File: src/sv/efd_pkg.sv
package efd_pkg;

  // Payload store depth and derived widths
  localparam int unsigned MSG_BYTES = 64;
  localparam int unsigned ADDR_W    = (MSG_BYTES > 1) ? $clog2(MSG_BYTES) : 1;
  localparam int unsigned CNT_W     = $clog2(MSG_BYTES + 1);

  // Field widths of the channels
  localparam int unsigned BYTE_W = 8;
  localparam int unsigned IDX_W  = 6;
  localparam int unsigned LEN_W  = 7;

  // Control characters on the line
  localparam logic [BYTE_W-1:0] CH_OPEN  = 8'h5E;
  localparam logic [BYTE_W-1:0] CH_CLOSE = 8'h24;
  localparam logic [BYTE_W-1:0] CH_ABORT = 8'h21;
  localparam logic [BYTE_W-1:0] CH_ESC   = 8'h5C;

  typedef enum logic [1:0] {
    ST_IDLE,
    ST_READ,
    ST_LOAD
  } efd_state_e;

  // Controller to datapath
  typedef struct packed {
    logic take_byte;
    logic rd_en;
    logic load_out;
  } efd_cmd_t;

  // Datapath to controller
  typedef struct packed {
    logic close_hit;
    logic last_idx;
    logic out_free;
  } efd_sts_t;

endpackage

File: src/sv/efd_rx_if.sv
interface efd_rx_if;
  import efd_pkg::*;

  logic              valid;
  logic              ready;
  logic [BYTE_W-1:0] rx_byte;

  modport source (output valid, output rx_byte, input ready);
  modport sink   (input valid, input rx_byte, output ready);
endinterface

File: src/sv/efd_res_if.sv
interface efd_res_if;
  import efd_pkg::*;

  logic              valid;
  logic              ready;
  logic [BYTE_W-1:0] payload_byte;
  logic [IDX_W-1:0]  byte_index;
  logic [LEN_W-1:0]  frame_length;
  logic              empty_frame;
  logic              last_in_frame;

  modport source (
    output valid, output payload_byte, output byte_index, output frame_length,
    output empty_frame, output last_in_frame, input ready
  );
  modport sink (
    input valid, input payload_byte, input byte_index, input frame_length,
    input empty_frame, input last_in_frame, output ready
  );
endinterface

File: src/sv/efd_ctrl.sv
module efd_ctrl (
  input  logic              clk_i,
  input  logic              rst_ni,
  input  logic              in_valid_i,
  output logic              in_ready_o,
  input  efd_pkg::efd_sts_t sts_i,
  output efd_pkg::efd_cmd_t cmd_o
);
  import efd_pkg::*;

  efd_state_e state_q, state_d;

  // Next state
  always_comb begin
    state_d = state_q;
    case (state_q)
      ST_IDLE: begin
        if (in_valid_i && sts_i.close_hit) state_d = ST_READ;
      end
      ST_READ: state_d = ST_LOAD;
      ST_LOAD: begin
        if (sts_i.out_free) state_d = sts_i.last_idx ? ST_IDLE : ST_READ;
      end
      default: state_d = ST_IDLE;
    endcase
  end

  // Outputs
  always_comb begin
    in_ready_o      = 1'b0;
    cmd_o.take_byte = 1'b0;
    cmd_o.rd_en     = 1'b0;
    cmd_o.load_out  = 1'b0;
    case (state_q)
      ST_IDLE: begin
        in_ready_o      = 1'b1;
        cmd_o.take_byte = in_valid_i;
      end
      ST_READ: cmd_o.rd_en = 1'b1;
      ST_LOAD: cmd_o.load_out = sts_i.out_free;
      default: ;
    endcase
  end

  always_ff @(posedge clk_i or negedge rst_ni) begin
    if (!rst_ni) begin
      state_q <= ST_IDLE;
    end else begin
      state_q <= state_d;
    end
  end

  a_read_then_load: assert property (@(posedge clk_i) disable iff (!rst_ni)
    state_q == ST_READ |=> state_q == ST_LOAD)
    else $error("read not followed by load");

  a_close_starts_replay: assert property (@(posedge clk_i) disable iff (!rst_ni)
    cmd_o.take_byte && sts_i.close_hit |=> state_q == ST_READ)
    else $error("close did not start replay");

  a_ready_only_idle: assert property (@(posedge clk_i) disable iff (!rst_ni)
    in_ready_o |-> state_q == ST_IDLE)
    else $error("input ready during replay");

endmodule

File: src/sv/efd_datapath.sv
module efd_datapath (
  input  logic                       clk_i,
  input  logic                       rst_ni,
  input  logic [efd_pkg::BYTE_W-1:0] rx_byte_i,
  input  efd_pkg::efd_cmd_t          cmd_i,
  output efd_pkg::efd_sts_t          sts_o,
  input  logic                       out_ready_i,
  output logic                       out_valid_o,
  output logic [efd_pkg::BYTE_W-1:0] payload_byte_o,
  output logic [efd_pkg::IDX_W-1:0]  byte_index_o,
  output logic [efd_pkg::LEN_W-1:0]  frame_length_o,
  output logic                       empty_frame_o,
  output logic                       last_in_frame_o
);
  import efd_pkg::*;

  logic              in_frame_q, in_frame_d;
  logic              esc_q, esc_d;
  logic [CNT_W-1:0]  fill_q, fill_d;
  logic [CNT_W-1:0]  len_q, len_d;
  logic [ADDR_W-1:0] rd_idx_q, rd_idx_d;
  logic              wr_en;
  logic [BYTE_W-1:0] wr_data;
  logic [BYTE_W-1:0] mem [MSG_BYTES];
  logic [BYTE_W-1:0] rdata_q;
  logic              out_valid_q;
  logic [BYTE_W-1:0] payload_q;
  logic [IDX_W-1:0]  index_q;
  logic [LEN_W-1:0]  length_q;
  logic              empty_q;
  logic              last_q;
  logic              len_zero;

  assign len_zero         = (len_q == '0);
  assign sts_o.close_hit  = (rx_byte_i == CH_CLOSE) && in_frame_q;
  assign sts_o.last_idx   = len_zero || ((CNT_W'(rd_idx_q) + CNT_W'(1)) == len_q);
  assign sts_o.out_free   = !out_valid_q || out_ready_i;

  // Decode the received byte, or advance the read index on an output load
  always_comb begin
    in_frame_d = in_frame_q;
    esc_d      = esc_q;
    fill_d     = fill_q;
    len_d      = len_q;
    rd_idx_d   = rd_idx_q;
    wr_en      = 1'b0;
    wr_data    = esc_q ? ~rx_byte_i : rx_byte_i;
    if (cmd_i.take_byte) begin
      case (rx_byte_i)
        CH_OPEN: begin
          in_frame_d = 1'b1;
          esc_d      = 1'b0;
          fill_d     = '0;
        end
        CH_CLOSE: begin
          if (in_frame_q) begin
            in_frame_d = 1'b0;
            len_d      = fill_q;
            rd_idx_d   = '0;
          end
        end
        CH_ABORT: in_frame_d = 1'b0;
        CH_ESC:   esc_d = 1'b1;
        default: begin
          if (in_frame_q) begin
            if (fill_q == CNT_W'(MSG_BYTES)) begin
              // store full: drop the frame
              in_frame_d = 1'b0;
            end else begin
              wr_en  = 1'b1;
              esc_d  = 1'b0;
              fill_d = fill_q + CNT_W'(1);
            end
          end
        end
      endcase
    end else if (cmd_i.load_out) begin
      rd_idx_d = rd_idx_q + ADDR_W'(1);
    end
  end

  always_ff @(posedge clk_i or negedge rst_ni) begin
    if (!rst_ni) begin
      in_frame_q <= 1'b0;
      esc_q      <= 1'b0;
      fill_q     <= '0;
      len_q      <= '0;
      rd_idx_q   <= '0;
    end else begin
      in_frame_q <= in_frame_d;
      esc_q      <= esc_d;
      fill_q     <= fill_d;
      len_q      <= len_d;
      rd_idx_q   <= rd_idx_d;
    end
  end

  // Payload store: one write port, one registered read port
  always_ff @(posedge clk_i) begin
    if (wr_en) mem[fill_q[ADDR_W-1:0]] <= wr_data;
    if (cmd_i.rd_en) rdata_q <= mem[rd_idx_q];
  end

  // Output word valid
  always_ff @(posedge clk_i or negedge rst_ni) begin
    if (!rst_ni) begin
      out_valid_q <= 1'b0;
    end else if (cmd_i.load_out) begin
      out_valid_q <= 1'b1;
    end else if (out_ready_i) begin
      out_valid_q <= 1'b0;
    end
  end

  // Output word payload
  always_ff @(posedge clk_i) begin
    if (cmd_i.load_out) begin
      payload_q <= len_zero ? '0 : rdata_q;
      index_q   <= len_zero ? '0 : IDX_W'(rd_idx_q);
      length_q  <= LEN_W'(len_q);
      empty_q   <= len_zero;
      last_q    <= sts_o.last_idx;
    end
  end

  assign out_valid_o     = out_valid_q;
  assign payload_byte_o  = payload_q;
  assign byte_index_o    = index_q;
  assign frame_length_o  = length_q;
  assign empty_frame_o   = empty_q;
  assign last_in_frame_o = last_q;

  a_fill_bound: assert property (@(posedge clk_i) disable iff (!rst_ni)
    fill_q <= CNT_W'(MSG_BYTES))
    else $error("fill count past store depth");

  a_load_needs_slot: assert property (@(posedge clk_i) disable iff (!rst_ni)
    cmd_i.load_out |-> (!out_valid_q || out_ready_i))
    else $error("output word overwritten");

  a_empty_is_last: assert property (@(posedge clk_i) disable iff (!rst_ni)
    out_valid_q && empty_q |-> last_q)
    else $error("empty frame word not flagged last");

  a_no_take_in_replay: assert property (@(posedge clk_i) disable iff (!rst_ni)
    cmd_i.load_out |-> !cmd_i.take_byte && !wr_en)
    else $error("byte taken during replay");

endmodule

File: src/sv/escaped_frame_deframer.sv
// A data or control byte is absorbed in the cycle it is accepted.
// A closing '$' starts a replay: a read state registers the stored byte from the
// payload store, and a load state loads the output word once the output slot is free.
// Throughput: 1 byte per cycle while receiving; input is not ready during a replay.
// Reset (rst_ni low, asynchronous): no frame open, no escape pending, empty store.
module escaped_frame_deframer (
  input  logic  clk_i,
  input  logic  rst_ni,
  efd_rx_if.sink    rx_i,
  efd_res_if.source res_o
);
  import efd_pkg::*;

  efd_cmd_t cmd;
  efd_sts_t sts;

  efd_ctrl u_ctrl (
    .clk_i      (clk_i),
    .rst_ni     (rst_ni),
    .in_valid_i (rx_i.valid),
    .in_ready_o (rx_i.ready),
    .sts_i      (sts),
    .cmd_o      (cmd)
  );

  efd_datapath u_datapath (
    .clk_i           (clk_i),
    .rst_ni          (rst_ni),
    .rx_byte_i       (rx_i.rx_byte),
    .cmd_i           (cmd),
    .sts_o           (sts),
    .out_ready_i     (res_o.ready),
    .out_valid_o     (res_o.valid),
    .payload_byte_o  (res_o.payload_byte),
    .byte_index_o    (res_o.byte_index),
    .frame_length_o  (res_o.frame_length),
    .empty_frame_o   (res_o.empty_frame),
    .last_in_frame_o (res_o.last_in_frame)
  );

endmodule

File: src/flat_wrapper.sv
// flat-port wrapper written by rule: the top's interface ports become plain ports
module escaped_frame_deframer_flat import efd_pkg::*;
  (clk_i, rst_ni, rx_i_valid, rx_i_rx_byte, rx_i_ready, res_o_valid, res_o_payload_byte, res_o_byte_index, res_o_frame_length, res_o_empty_frame, res_o_last_in_frame, res_o_ready);
  efd_rx_if rx_i_i ();
  efd_res_if res_o_i ();
  input  logic clk_i;
  input  logic rst_ni;
  input wire logic [$bits(rx_i_i.valid)-1:0] rx_i_valid;
  input wire logic [$bits(rx_i_i.rx_byte)-1:0] rx_i_rx_byte;
  output wire logic [$bits(rx_i_i.ready)-1:0] rx_i_ready;
  output wire logic [$bits(res_o_i.valid)-1:0] res_o_valid;
  output wire logic [$bits(res_o_i.payload_byte)-1:0] res_o_payload_byte;
  output wire logic [$bits(res_o_i.byte_index)-1:0] res_o_byte_index;
  output wire logic [$bits(res_o_i.frame_length)-1:0] res_o_frame_length;
  output wire logic [$bits(res_o_i.empty_frame)-1:0] res_o_empty_frame;
  output wire logic [$bits(res_o_i.last_in_frame)-1:0] res_o_last_in_frame;
  input wire logic [$bits(res_o_i.ready)-1:0] res_o_ready;
  assign rx_i_i.valid = rx_i_valid;
  assign rx_i_i.rx_byte = rx_i_rx_byte;
  assign rx_i_ready = rx_i_i.ready;
  assign res_o_valid = res_o_i.valid;
  assign res_o_payload_byte = res_o_i.payload_byte;
  assign res_o_byte_index = res_o_i.byte_index;
  assign res_o_frame_length = res_o_i.frame_length;
  assign res_o_empty_frame = res_o_i.empty_frame;
  assign res_o_last_in_frame = res_o_i.last_in_frame;
  assign res_o_i.ready = res_o_ready;
  escaped_frame_deframer u_core (.clk_i(clk_i), .rst_ni(rst_ni), .rx_i(rx_i_i), .res_o(res_o_i));
endmodule
File: config.mk
export PLATFORM = sky130hd
export DESIGN_NAME = escaped_frame_deframer_flat
export DESIGN_NICKNAME = d
export VERILOG_FILES = /design/src/sv/efd_pkg.sv /design/src/sv/efd_rx_if.sv /design/src/sv/efd_res_if.sv /design/src/sv/efd_ctrl.sv /design/src/sv/efd_datapath.sv /design/src/sv/escaped_frame_deframer.sv /design/src/flat_wrapper.sv
export SDC_FILE = /design/constraint.sdc
export NUM_CORES = 1
export LEC_CHECK = 0
export BUFFER_PORTS_ARGS = -buffer_cell sky130_fd_sc_hd__buf_2
export CAP_MARGIN = 15
export CORE_ASPECT_RATIO = 0.9
export CORE_MARGIN = 2
export CORE_UTILIZATION = 36
export DETAILED_ROUTE_END_ITERATION = 8
export GPL_ROUTABILITY_DRIVEN = 0
export SLEW_MARGIN = 20
export SYNTH_ARGS = -nofsm -noshare
export SYNTH_HDL_FRONTEND = slang
export SYNTH_SLANG_ARGS = --single-unit
File: constraint.sdc
create_clock -name clk_i -period 3 [get_ports clk_i]
set_clock_uncertainty 0.05 [all_clocks]
set_input_delay 0.15 -clock clk_i [delete_from_list [all_inputs] [get_ports clk_i]]
set_output_delay 0.15 -clock clk_i [all_outputs]
set_load 0.01 [all_outputs]
# After elaboration in Yosys (flattened, before gate mapping)
# Memory sizes are Yosys's and may differ from the RTL's. A register that Yosys moved wholly into a read port is not among the register bits.
# Index checks and enable logic that the tools add are counted.
totals:
  ff_bits: 48
  mem_bits_rw: 512
  in_bits: 12
  output_inout_bits: 25
  wordCells: 82
  n_memories: 1
classes:
  n_addsub: 3
  eq_ne: 14
  n_mux: 28
  bitwise: 4
  n_reduce_logical: 20
memory_table:
  columns: ["memory", "depth", "width", "read_ports", "rd_clocked_by_memory_dff", "write_ports", "line_no", "text"]
  rows:
  - ["u_core.u_datapath.mem", 64, 8, 1, 1, 1, "efd_datapath.sv:24", "logic [BYTE_W-1:0] mem [MSG_BYTES];"]
op_table:
  columns: ["cell", "n"]
  rows:
  - ["two-way mux 6 bit", 4]
  - ["== test 8 x 6 -> 1 bit (second input constant)", 2]
  - ["== test 8 x 7 -> 1 bit (second input constant)", 2]
  - ["two-way mux 1 bit", 15]
  - ["two-way mux 7 bit", 2]
  - ["one-hot mux 7 bit (2 select lines)", 1]
  - ["two-way mux 8 bit", 1]
  - ["inequality test 2 bit (second input constant)", 4]
  - ["inverter 8 bit", 1]
  - ["AND reduction 4 bit", 2]
  - ["adder 6 x 1 -> 7 bit (second input constant)", 1]
  - ["adder 7 x 1 -> 7 bit (second input constant)", 1]
  - ["== test 7 bit", 1]
  - ["== test 7 bit (second input constant)", 1]
  - ["zero test 7 bit", 1]
  - ["adder 6 x 1 -> 6 bit (second input constant)", 1]
  - ["one-hot mux 1 bit (3 select lines)", 2]
  - ["one-hot mux 2 bit (3 select lines)", 1]
  - ["AND reduction 3 bit", 2]
  - ["nonzero test 2 bit", 3]
  - ["two-way mux 2 bit", 2]
  - ["AND reduction 2 bit", 2]
  - ["OR reduction 4 bit", 1]
  - ["inequality test 3 x 1 -> 1 bit (second input constant)", 1]
  - ["11 further kinds", 15]

# Logic depth before layout (Yosys ltp)
depth:
  depth_word: 7
  mapped_depth: 10
  ltp_nobuf: 7

# Cells and area by module
# A second synthesis with hierarchy kept.
hier_totals:
  hier_cells: 1118
  hier_area_um2: 22565.4
by_module_without_submodules:
  columns: ["module", "instances", "cells_each", "area_each_um2", "seq_area_each_um2"]
  rows:
  - ["efd_datapath", 1, 1107, 22449.0, 16881.2]
  - ["efd_ctrl", 1, 11, 116.4, 50.0]

# Worst setup path before layout
# OpenSTA, ideal clock, no wires.
synth_path:
  kind: "reg2reg"
  from: "register u_core.u_datapath.esc_q"
  to: "memory u_core.u_datapath.mem[0][0] (data pin)"
  arrival_time_ps: 2414
  required_ps: 2414
  slack_ps: 0
  stages_incl_launch_ff: 3
  n_path_buf: 1
  period_less_slack_ps: 3000
  path_cell_list: "dfrtp_1 -> clkbuf_1 -> xor2_1"
synth_via:
  elab_chain_len: 1
synth_rtl:
  columns: ["element", "line_no", "text"]
  rows:
  - ["from (decl)", "efd_datapath.sv:18", "logic esc_q, esc_d;"]
  - ["from (signal assigned)", "efd_datapath.sv:91", "esc_q <= esc_d;"]
  - ["two-way mux 8 bit", "efd_datapath.sv:47", "wr_data = esc_q ? ~rx_byte_i : rx_byte_i;"]
  - ["via u_core.u_datapath.wr_data[0]", "efd_datapath.sv:23", "logic [BYTE_W-1:0] wr_data;"]
  - ["to (decl)", "efd_datapath.sv:24", null]
# The timed path passes the listed nets, and every way through them passes these cells.

# Final worst setup path
layout_path:
  from: "register u_core.u_datapath.fill_q[1]"
  to: "memory u_core.u_datapath.mem[21][7] (enable)"
layout_via:
  elab_chain_len: 7
layout_rtl:
  columns: ["element", "line_no", "text"]
  rows:
  - ["from (decl)", "efd_datapath.sv:19", "logic [CNT_W-1:0] fill_q, fill_d;"]
  - ["from (signal assigned)", "efd_datapath.sv:92", "fill_q <= fill_d;"]
  - ["== test 7 bit", "efd_datapath.sv:66", "if (fill_q == CNT_W'(MSG_BYTES)) begin"]
  - ["two-way mux 1 bit", "efd_datapath.sv:66", null]
  - ["two-way mux 1 bit", "efd_datapath.sv:65", "if (in_frame_q) begin"]
  - ["two-way mux 1 bit", "efd_datapath.sv:49", "case (rx_byte_i)"]
  - ["two-way mux 1 bit", "efd_datapath.sv:48", "if (cmd_i.take_byte) begin"]
  - ["two-way mux 1 bit", "efd_datapath.sv:100", "if (wr_en) mem[fill_q[ADDR_W-1:0]] <= wr_data;"]
  - ["two-way mux 1 bit (not written as such)", "efd_datapath.sv:100", null]
# Parallel ways exist; a longest one is shown, timed or not.

==> results.env <==
CTS_TREE='done'
SETUP.WORST_PATH.CLASS='reg -> reg'
DIE-WIDTH_UM=268
MOSTFREQUENTLAYOUTCELLS='sky130_fd_sc_hd__edfxtp_1 (543), sky130_fd_sc_hd__nor2_1 (94), sky130_fd_sc_hd__mux4_2 (88)'
SWITCHING_SHARE_PCT=29.1
FIRST_GLOBAL_VIAS=11700
CRITPATHCAPTURETYPE='flop'
SYNTH_TOP_AREA_CELL='sky130_fd_sc_hd__edfxtp_1'
DRIVE_GT1_SHARE_PCT=25.4
MAPPEDNETLISTAREA_MM2=0.0226
WORST_HOLD_PATH_TYPE='in -> reg'
SYNTH_AREA_LEADERS='sky130_fd_sc_hd__edfxtp_1 (72%), sky130_fd_sc_hd__mux4_2 (8.8%), sky130_fd_sc_hd__mux4_1 (4.0%)'
NUM-NETS-FINAL=1278
FINALINSTANCEAREA_MM2=0.0263
LAYOUT_COMMONEST_CELL='sky130_fd_sc_hd__edfxtp_1'
GRT_MAX_DEGREE=65
CELLINTERNALPOWER_uW=15700
R2R_END='u_core.u_datapath.mem[21][7]'
SYNTH-SEQ-AREA-SHARE_PCT=75.0
DRT_PRE_ANTENNA_ITERS=5
FINAL.MIN_CLOCK_PERIOD_NS=2.74
FILLER_CELL_COUNT=5400
SETUP_VIOL_COUNT_FINAL=0
ASYNC_FLOP_SHARE_PCT=4.40
ANTENNA_FOUND_INITIAL=0
AREA_GROWTH_PCT=16.5
SYNTH_TOP_FAMILY_BY_AREA='multiplexers'
SYNTH_LARGEST_TYPE_AREA_FRACTION_PCT=72.2
SYNTH.AVG_CELL_AREA_UM2=19.7
RUN_STATUS='finished clean'
CRITPATHLAUNCHTYPE='flop'
DOMINANTREGCELLSYNTH='sky130_fd_sc_hd__edfxtp_1'
GROUTE.USAGE.OVERALL_PCT=16.6
DETAILED_PLACE.AREA_MM2=0.0243
CRIT_START='u_core.u_datapath.fill_q[1]'
TOTAL_NUMBER_OF_CLOCK_TREE_SINKS=568
CLK-INSERTION-DELAY-LATE_NS=0.64
SHARE_COMB_OF_TOTAL_POWER_PCT=25.7
POSTCTSSETUPREPAIRBUFS=0
REPORT.FINAL.SLEW_VIOL_COUNT=0
ACHIEVABLE-FREQUENCY_MHz=364
MIN_TO='u_core.u_datapath.esc_q'
CORE_AREA_MM2=0.0624
CTS_MADE_BUFFERS=58
H-TREE-DEPTH=2
WL_UM=53400
CLOCK_TREE.BUFFER_DEPTH=3
FINAL_CORE_UTILIZATION_PCT=42.2
POST_CTS.RESIZED_INSTANCES=0
PATH_CLK_SLEW_NS=0.06
YOSYSUNIQUECELLTYPES=57
NUMBER_OF_ENABLE_TYPE_REGISTER_CELLS_IN_THE_SYNTHESIZED_NETLIST=543
HOLD_VIOLATION_TOTAL_FROM_THE_FINAL_REPORT=0
FIRST_ITERATION_DETAILED_ROUTING_DRC_COUNT=1180
NETLIST_INSTANCES=1146
GLOBALROUTEOVERFLOWTOTAL=0
ROUTEDWLPERCELL_UM=24.8
HOLDCRITSTARTPOINT='rx_i_rx_byte[6]'
FIN_HOLD_WS_NS=0.0921
SYNTH-COMPOUND-AREA-SHARE_PCT=3.30
LEAKAGE_POWER_OF_THE_DESIGN_uW=0.00848
POWER.NET_SWITCHING_uW=6450
PWR_DENSITY_mW_PER_MM2=843
MIN_PATH_CELLS=4
ANT_NETS=0
DP.FINAL_HPWL_UM=32900
GRT_FIRST_PASS_WIRELENGTH_UM=79600
DIE_AREA_MM2=0.0648
SLEW_HEADROOM_PCT=35.3
FIN_CRIT_SH_PCT=91.5
SYNTH.YOSYS.WARNINGS=0
ROUTED_VIA_DENSITY=5.34
FLOORPLAN.IO_PINS=37
VIA_COUNT_OF_THE_ROUTED_DESIGN=11500
WORSTMARGINPINSLEW_NS=0.969
CLOCK_ROOT_BUFFER='sky130_fd_sc_hd__clkbuf_16'
WORST-PATH-MAX-FANOUT=9
SYNTH_FA_HA_AREA_SHARE_PCT=0.166
NUM_ROWS=87
SYNTH-SIMPLE-AREA-SHARE_PCT=4.75
SYNTH-XOR-AREA-SHARE_PCT=0.737
CP.ARRIVAL_NS=2.94
SYNTH_MUX_AREA_SHARE_PCT=14.3
POSTSYNTHREGISTERBITS=568
P_CLK_SHARE_PCT=32.7
PWR-SHARE-SEQ_PCT=41.6
IO_BUFFERS=36
SETUP_REPAIR_AFTER_GLOBAL_ROUTING_MISSED_ITS_MARGIN='no'
R2R_SETUP_SLACK_NS=0.26
COUNT_OF_CELLS_ALONG_THE_WORST_REGISTER_TO_REGISTER_PATH=9
R2R-START='u_core.u_datapath.fill_q[1]'
DATA_REQUIRED_TIME_OF_THE_WORST_PATH_NS=3.19
MAX-VDD-IR-DROP_uV=503
MAXCAPVIOLCOUNT=0
DIE_HEIGHT_UM=242
POST_DETAILED_ROUTE_DRC_MARKER_COUNT=0
START_UTIL_PCT=36.2
SYNTH_NETS=1161
INSERTEDDIODECOUNT=0
==> final cells by class <==
class,count,area [um2],share of cell area [%]
flip-flops and latches,568,16900,64.4
multi-input cells,507,5410,20.6
clock buffers,71,1540,5.86
well taps,845,1060,4.02
repair buffers,119,941,3.57
clock inverters,39,395,1.50
inverters,9,33.8,0.128
==> sequential cells by signal (all words and copies together) (netlist names) <==
register and cells:
u_core.u_datapath.empty_frame_o 1, u_core.u_datapath.out_valid_o 1, u_core.u_datapath.in_frame_q 1, u_core.u_datapath.last_in_frame_o 1, u_core.u_datapath.len_q 7, u_core.u_datapath.esc_q 1
u_core.u_datapath.rdata_q 8, u_core.u_datapath.payload_byte_o 8, u_core.u_datapath.fill_q 7, u_core.u_datapath.byte_index_o 6, u_core.u_datapath.frame_length_o 7, u_core.u_ctrl.state_q 2
u_core.u_datapath.rd_idx_q 6, u_core.u_datapath.mem 512
==> synth_stat cells (all sizes together), types with 13 or more instances <==
cell type / instances
and2: 17
buf: 43
clkbuf: 19
dfrtp: 25
edfxtp: 543
mux2: 18
mux2i: 16
mux4: 122
nand2: 33
nand3: 13
nor2: 94
o21ai: 34
o22ai: 29
xor2: 13
==> worst max-delay path, stage by stage (launching register included) <==
cell and delay, ns:
sky130_fd_sc_hd__dfrtp_1 0.35, sky130_fd_sc_hd__inv_1 0.10, sky130_fd_sc_hd__ha_1 0.22, sky130_fd_sc_hd__nand2_1 0.10, sky130_fd_sc_hd__nor3_1 0.08, sky130_fd_sc_hd__nor4b_4 0.29, sky130_fd_sc_hd__buf_4 0.22, sky130_fd_sc_hd__nand4_1 0.13
sky130_fd_sc_hd__buf_4 0.22, sky130_fd_sc_hd__nor2_1 0.63
==> layer usage <==
metal	global-route usage, %	part of all wire [%]
met5	0	0
met4	4.35	2.0
met3	3.34	7.5
met2	24.9	46
met1	24.7	45
==> power groups by stage <==
stage / clock, uW / sequential, uW / combinational, uW
after global routing: 7690 / 9250 / 6050
after CTS: 7410 / 9230 / 5720
after global placement: 0 / 9390 / 5650
after detailed placement: 0 / 9390 / 5700
final: 7260 / 9230 / 5710
after floorplan: 0 / 9270 / 3850
==> through the flow <==
stage	instances	TNS (ns)	total power, uW	worst slack [ns]
finish	2158	0	22200	0.256
global route	2158	0	23000	0.0519
CTS	2158	0	22400	0.244
detailed placement	2043	0	15100	0.260
global placement	2043	0	15000	0.250
floorplan	1146	-0.0417	13100	-0.0000815
==> repair_timing <==
action,CTS,global route
endpoints found under the hold margin,30,0
setup endpoints to repair,0,0
hold buffers,5,0
==> logic make-up after synthesis <==
group / after synthesis
mux: 156
xor+xnor: 19
simple gates: 216
compound gates: 113
buf+inv: 71
flops: 568
fa+ha+maj: 3
==> worst max-delay path by stage <==
stage / end / slack (ns) / depth (start not counted)
2_1_floorplan: u_core.u_datapath.mem[0][0] / -0.00008 / 2
3_3_place_gp: u_core.u_datapath.mem[21][0] / 0.25 / 9
3_5_place_dp: u_core.u_datapath.mem[21][0] / 0.26 / 9
4_1_cts: u_core.u_datapath.mem[21][7] / 0.24 / 9
5_1_grt: u_core.u_datapath.mem[21][0] / 0.05 / 7
6_report: u_core.u_datapath.mem[21][7] / 0.26 / 9
Power figures use the tool's default switching activity.
